$ cat src/sv/bfa_pkg.sv
// Shared types and constants for the best-fit arena allocator.
`default_nettype none
package bfa_pkg;

  localparam int MAX_SEGMENTS = 64;
  localparam int HEADER_BYTES = 32;
  localparam int ALIGN_BYTES  = 16;

  localparam int IDX_W  = $clog2(MAX_SEGMENTS);
  localparam int CNT_W  = $clog2(MAX_SEGMENTS + 1);
  localparam int OFF_W  = 20;
  localparam int SZ_W   = 20;
  localparam int REQ_W  = 21;
  localparam int PTR_W  = 21;
  localparam int ARENA_W = 21;
  localparam int NEED_W = 22;

  localparam logic [ARENA_W-1:0] ARENA_MIN   = 21'd64;
  localparam logic [ARENA_W-1:0] ARENA_MAX   = 21'd1048576;
  localparam logic [ARENA_W-1:0] ARENA_RESET = 21'd65536;

  typedef enum logic [1:0] {
    KIND_ALLOC  = 2'd0,
    KIND_FREE   = 2'd1,
    KIND_RESIZE = 2'd2,
    KIND_NONE   = 2'd3
  } kind_e;

  typedef enum logic [1:0] {
    ST_OK       = 2'd0,
    ST_NO_FIT   = 2'd1,
    ST_BAD_PTR  = 2'd2
  } status_e;

  typedef enum logic [1:0] {
    OP_NOP   = 2'd0,
    OP_WRITE = 2'd1,
    OP_SHR   = 2'd2,
    OP_SHL   = 2'd3
  } cell_op_e;

  typedef enum logic [3:0] {
    S_INIT,
    S_IDLE,
    S_SCAN,
    S_DECIDE,
    S_SPLIT_SH,
    S_SPLIT_W0,
    S_SPLIT_W1,
    S_MARK,
    S_FREE_W,
    S_FREE_SH,
    S_RESP
  } state_e;

  typedef struct packed {
    logic [OFF_W-1:0] off;
    logic [SZ_W-1:0]  size;
    logic             used;
  } seg_t;

  typedef struct packed {
    cell_op_e         op;
    logic [IDX_W-1:0] idx;
    seg_t             seg;
  } cell_cmd_t;

  // Running results that ripple down the row during a scan.
  typedef struct packed {
    logic             bfound;
    logic [IDX_W-1:0] bidx;
    logic [SZ_W-1:0]  bsize;
    logic [OFF_W-1:0] boff;
    logic             mfound;
    logic [IDX_W-1:0] midx;
    logic [SZ_W-1:0]  msize;
    logic             nfree;
    logic [SZ_W-1:0]  nsize;
    logic             pfree;
    logic [SZ_W-1:0]  psize;
    logic [OFF_W-1:0] poff;
  } scan_t;

endpackage
`default_nettype wire

$ cat src/sv/bfa_cell.sv
// One segment table entry with its slice of the best-fit and lookup scan.
`default_nettype none
module bfa_cell (
  input  wire                         clk_i,
  input  wire  [bfa_pkg::IDX_W-1:0]   pos_i,
  input  wire  bfa_pkg::cell_cmd_t    cmd_i,
  input  wire  bfa_pkg::seg_t         left_i,
  input  wire  bfa_pkg::seg_t         right_i,
  input  wire                         live_i,
  input  wire                         right_live_i,
  input  wire  [bfa_pkg::NEED_W-1:0]  need_i,
  input  wire  [bfa_pkg::PTR_W-1:0]   hdr_i,
  input  wire  bfa_pkg::scan_t        scan_i,
  output bfa_pkg::seg_t               seg_o,
  output bfa_pkg::scan_t              scan_o
);

  bfa_pkg::seg_t  seg_q, seg_d;
  bfa_pkg::scan_t scan_q, scan_d;
  logic           bcand, mhit;

  always_comb begin
    seg_d = seg_q;
    case (cmd_i.op)
      bfa_pkg::OP_WRITE: if (cmd_i.idx == pos_i) seg_d = cmd_i.seg;
      bfa_pkg::OP_SHR:   if (pos_i > cmd_i.idx) seg_d = left_i;
      bfa_pkg::OP_SHL:   if (pos_i >= cmd_i.idx) seg_d = right_i;
      default: ;
    endcase
  end

  // Strict less-than keeps the lowest address among equal sizes.
  assign bcand = live_i && !seg_q.used &&
                 ({2'b00, seg_q.size} >= need_i) &&
                 (!scan_i.bfound || (seg_q.size < scan_i.bsize));
  assign mhit  = live_i && seg_q.used && ({1'b0, seg_q.off} == hdr_i);

  always_comb begin
    scan_d = scan_i;
    if (bcand) begin
      scan_d.bfound = 1'b1;
      scan_d.bidx   = pos_i;
      scan_d.bsize  = seg_q.size;
      scan_d.boff   = seg_q.off;
    end
    if (mhit) begin
      scan_d.mfound = 1'b1;
      scan_d.midx   = pos_i;
      scan_d.msize  = seg_q.size;
      scan_d.nfree  = right_live_i && !right_i.used;
      scan_d.nsize  = right_i.size;
      scan_d.pfree  = (pos_i != '0) && !left_i.used;
      scan_d.psize  = left_i.size;
      scan_d.poff   = left_i.off;
    end
  end

  always_ff @(posedge clk_i) begin
    seg_q  <= seg_d;
    scan_q <= scan_d;
  end

  assign seg_o  = seg_q;
  assign scan_o = scan_q;

endmodule
`default_nettype wire

$ cat config.mk
export PLATFORM = sky130hd
export DESIGN_NAME = bfa_cell
export DESIGN_NICKNAME = d
export VERILOG_FILES = /design/src/sv/bfa_pkg.sv /design/src/sv/bfa_cell.sv
export SDC_FILE = /design/constraint.sdc
export NUM_CORES = 1
export LEC_CHECK = 0
export ABC_AREA = 1
export BUFFER_PORTS_ARGS = -buffer_cell sky130_fd_sc_hd__clkbuf_2
export CAP_MARGIN = 20
export CORE_AREA = 2 2 196 198
export CTS_CLUSTER_DIAMETER = 120
export DETAILED_ROUTE_END_ITERATION = 6
export DIE_AREA = 0 0 198 200
export GPL_TIMING_DRIVEN = 0
export PLACE_DENSITY_LB_ADDON = 0.12
export SETUP_SLACK_MARGIN = 0.05
export SLEW_MARGIN = 5
export SYNTH_ARGS = -nofsm -noshare
export SYNTH_HDL_FRONTEND = slang
export SYNTH_SLANG_ARGS = --single-unit
$ cat constraint.sdc
create_clock -name clk_i -period 4.6 [get_ports clk_i]
set_input_delay 0.46 -clock clk_i [delete_from_list [all_inputs] [get_ports clk_i]]
set_output_delay 0.46 -clock clk_i [all_outputs]
set_load 0.005 [all_outputs]
==> flow_summary.ini <==
[floorplanning]
ioPinCount = 496
fp.dieH_um = 200
die_area_um2 = 39600
fp.dieW_um = 198
row_count = 71
core-area_um2 = 37400
start_util = 0.232

[clocking]
numCtsBuffers = 17
clk_latency_ns = 0.46
cts_setup_buffers = 0
postCtsResizedCells = 0
cts.sinks = 177
clk_path_buf_depth = 2
postCtsHoldBufs = 0
clk_pin_slew_ns = 0.08
clockRootBuffer = clkbuf_16
cts_tree = yes
htree_levels = 4

[layout]
stdcell_count = 2132
nFillCells = 4129
area_growth_pct = 43.6
fin_nets = 1970
drive_gt1_frac = 0.397
final_util = 0.333

[drt]
drc_errors = 0
avgViaCountPerCell = 4.14
dr.pass1.iters = 5
vias = 8816
drtIter0Drc = 331
post_drt_wl_per_cell_um = 18.6
ant_nets = 0
wirelength_mm = 39.7

[grt]
grt_pass1_wl_mm = 56.6
grt-ovfl-total = 0
antenna_found_initial = 4
grt_use_total = 0.199
grt_pass1_vias = 8795
grt_max_degree = 21

[place]
dp.cells = 2098
place_hpwl_mm = 32.5
place_ws_ns = 1.96
place_congestion = 0.839
port_buffers = 493

[yosys]
syn_area_per_cell_um2 = 7.93
ys_seq_elements = 177
ys_warn_count = 0
yosysMostFrequentCell = nand2_1
synth_ff_type = dfxtp_1
seq_area_frac_synth = 0.456
ys_top_cells_by_count = 318 x nand2_1, 168 x inv_1, 136 x dfxtp_1, 135 x nand3_1, 50 x o21ai_2
synth_cells = 1092
synth_nets = 1456
synth_edf_count = 41
ys_async_sr_fraction = 0
ys_top_cells_by_area = dfxtp_1 31%, edfxtp_1 14%, nand2_1 14%
synth_top_area_share = 0.314
synth_top_area_cell = dfxtp_1
synth_cell_types = 34
syn_area_um2 = 8660

[sta]
tightest_slew_ns = 0.723
fin_skew_ns = 0.00949
holdWs_ns = 0.178
tns_ns = 0
final_hold_viol_count = 0
rsz0062_at_grt = no
slew_headroom = 0.518
worst_slack_ns = 2.06
setup_viol = 0
clock.fmax_ghz = 0.393
fin_crit_sh = 0.553
maxSlewViolCount = 0
finalCriticalPeriod_ns = 2.54

[power]
seq_power_share = 0.440
powerDensity_nw_per_um2 = 334
p_leak_nw = 6.94
pwr-share-comb = 0.178
p_int_mw = 2.92
power_switching_mw = 1.24
swShare = 0.298
vdd_drop_max_mv = 0.274
pwr-share-clk = 0.382

[critical_path]
critPathKind = reg -> reg
r2r_cells = 13
cp_cell_sequence = ha_1 > nand2_1 > nor2_1 > nand2_1 > nor2_1 > nand2_1 > nand3_1 > nor2_1 > nor2_1 > buf_4 > buf_4 > nand3_1 > nand2_1
worst_setup_path_end_kind = register
crit_cells = 13
start_kind = register
slowest_stage = edfxtp_1
crit_family = simple AND/OR/NAND/NOR gates
required_ns = 5.00
worstPathArrival_ns = 2.94
critPathBufInv = 2
critPathMaxFanout = 10
slowest_delay_ns = 0.62

[min_path]
min_path_type = in -> reg
min_path_cells = 3

[job]
cap_violations = 0

[run_status]
status = complete, no violations
-- registers in the layout, indices dropped and copies added (netlist names) --
| name | count |
|---|---|
| seg_o | 41 |
| scan_o | 136 |
-- metal layers --
layer	routed length [um]	GRT usage	vias up
li1	-	-	4465
met1	17500	0.251	4009
met2	19300	0.338	303
met3	2440	0.0502	33
met4	480	0.0537	6
met5	35	0	-
-- per-stage QoR --
stage,total power [mW],cell area (um^2)
floorplan,2.16,8660
global placement,2.60,11800
detailed placement,2.62,11800
CTS,4.22,12400
global route,4.37,12400
finish,4.16,12400
-- path summary, 6_finish.rpt --
kind                 startpoint  slack (ns)                   to
max          seg_o[4]$_DFFE_PP_        2.06  scan_o[108]$_DFF_P_
max reg2reg  seg_o[4]$_DFFE_PP_        2.06  scan_o[108]$_DFF_P_
min                 scan_i[107]        0.18  scan_o[107]$_DFF_P_
min reg2reg  seg_o[1]$_DFFE_PP_        0.54  scan_o[109]$_DFF_P_
-- power by group through the flow --
stage	combinational (mW)	sequential, mW	clock (mW)
2_1_floorplan	0.324	1.83	0
3_3_place_gp	0.735	1.87	0
3_5_place_dp	0.752	1.86	0
4_1_cts	0.756	1.83	1.64
5_1_grt	0.843	1.84	1.69
6_report	0.741	1.83	1.59
-- worst register-to-register path, stage by stage, from the launching register on --
cell and delay [ns]:
edfxtp_1 0.62, ha_1 0.40, nand2_1 0.05, nor2_1 0.11, nand2_1 0.09, nor2_1 0.10
nand2_1 0.07, nand3_1 0.08, nor2_1 0.04, nor2_1 0.19, buf_4 0.29, buf_4 0.24
nand3_1 0.09, nand2_1 0.11
-- area by class of cell --
cell class              instances  area, um^2  share of cell area
plain buffers                  51         395              0.0318
flip-flops and latches        177        3950               0.318
inverters                     170         638              0.0513
multi-input cells             694        3690               0.296
clock inverters                15         181              0.0146
repair buffers                495        2510               0.202
clock buffers                  17         425              0.0342
well taps                     511         639              0.0514
diodes                          2        5.00            0.000402
-- placed cells by master, fill, tap and decap left out, types with 4 or more instances in the layout --
cell and count:
a21oi_1 12, o21ai_0 12, inv_6 5, inv_1 168, nand2_2 28, nor2_1 36
buf_6 8, nand3_1 135, buf_4 4, clkbuf_1 20, edfxtp_1 41, o21ai_2 50
nand2_1 318, buf_2 11, buf_12 8, o21ai_1 30, dfxtp_1 136, clkbuf_16 17
xnor2_1 9, ha_1 45, clkbuf_2 494
-- cells by family after synthesis --
family / after synthesis / share of synthesized area
AND/OR/NAND/NOR: 525 / 0.259
buffers and inverters: 221 / 0.119
flip-flops: 177 / 0.456
AO/OA/AOI/OAI: 115 / 0.0910
adder cells (fa/ha/maj): 45 / 0.0650
XOR/XNOR: 9 / 0.00910
(Power assumes the default switching activity.)
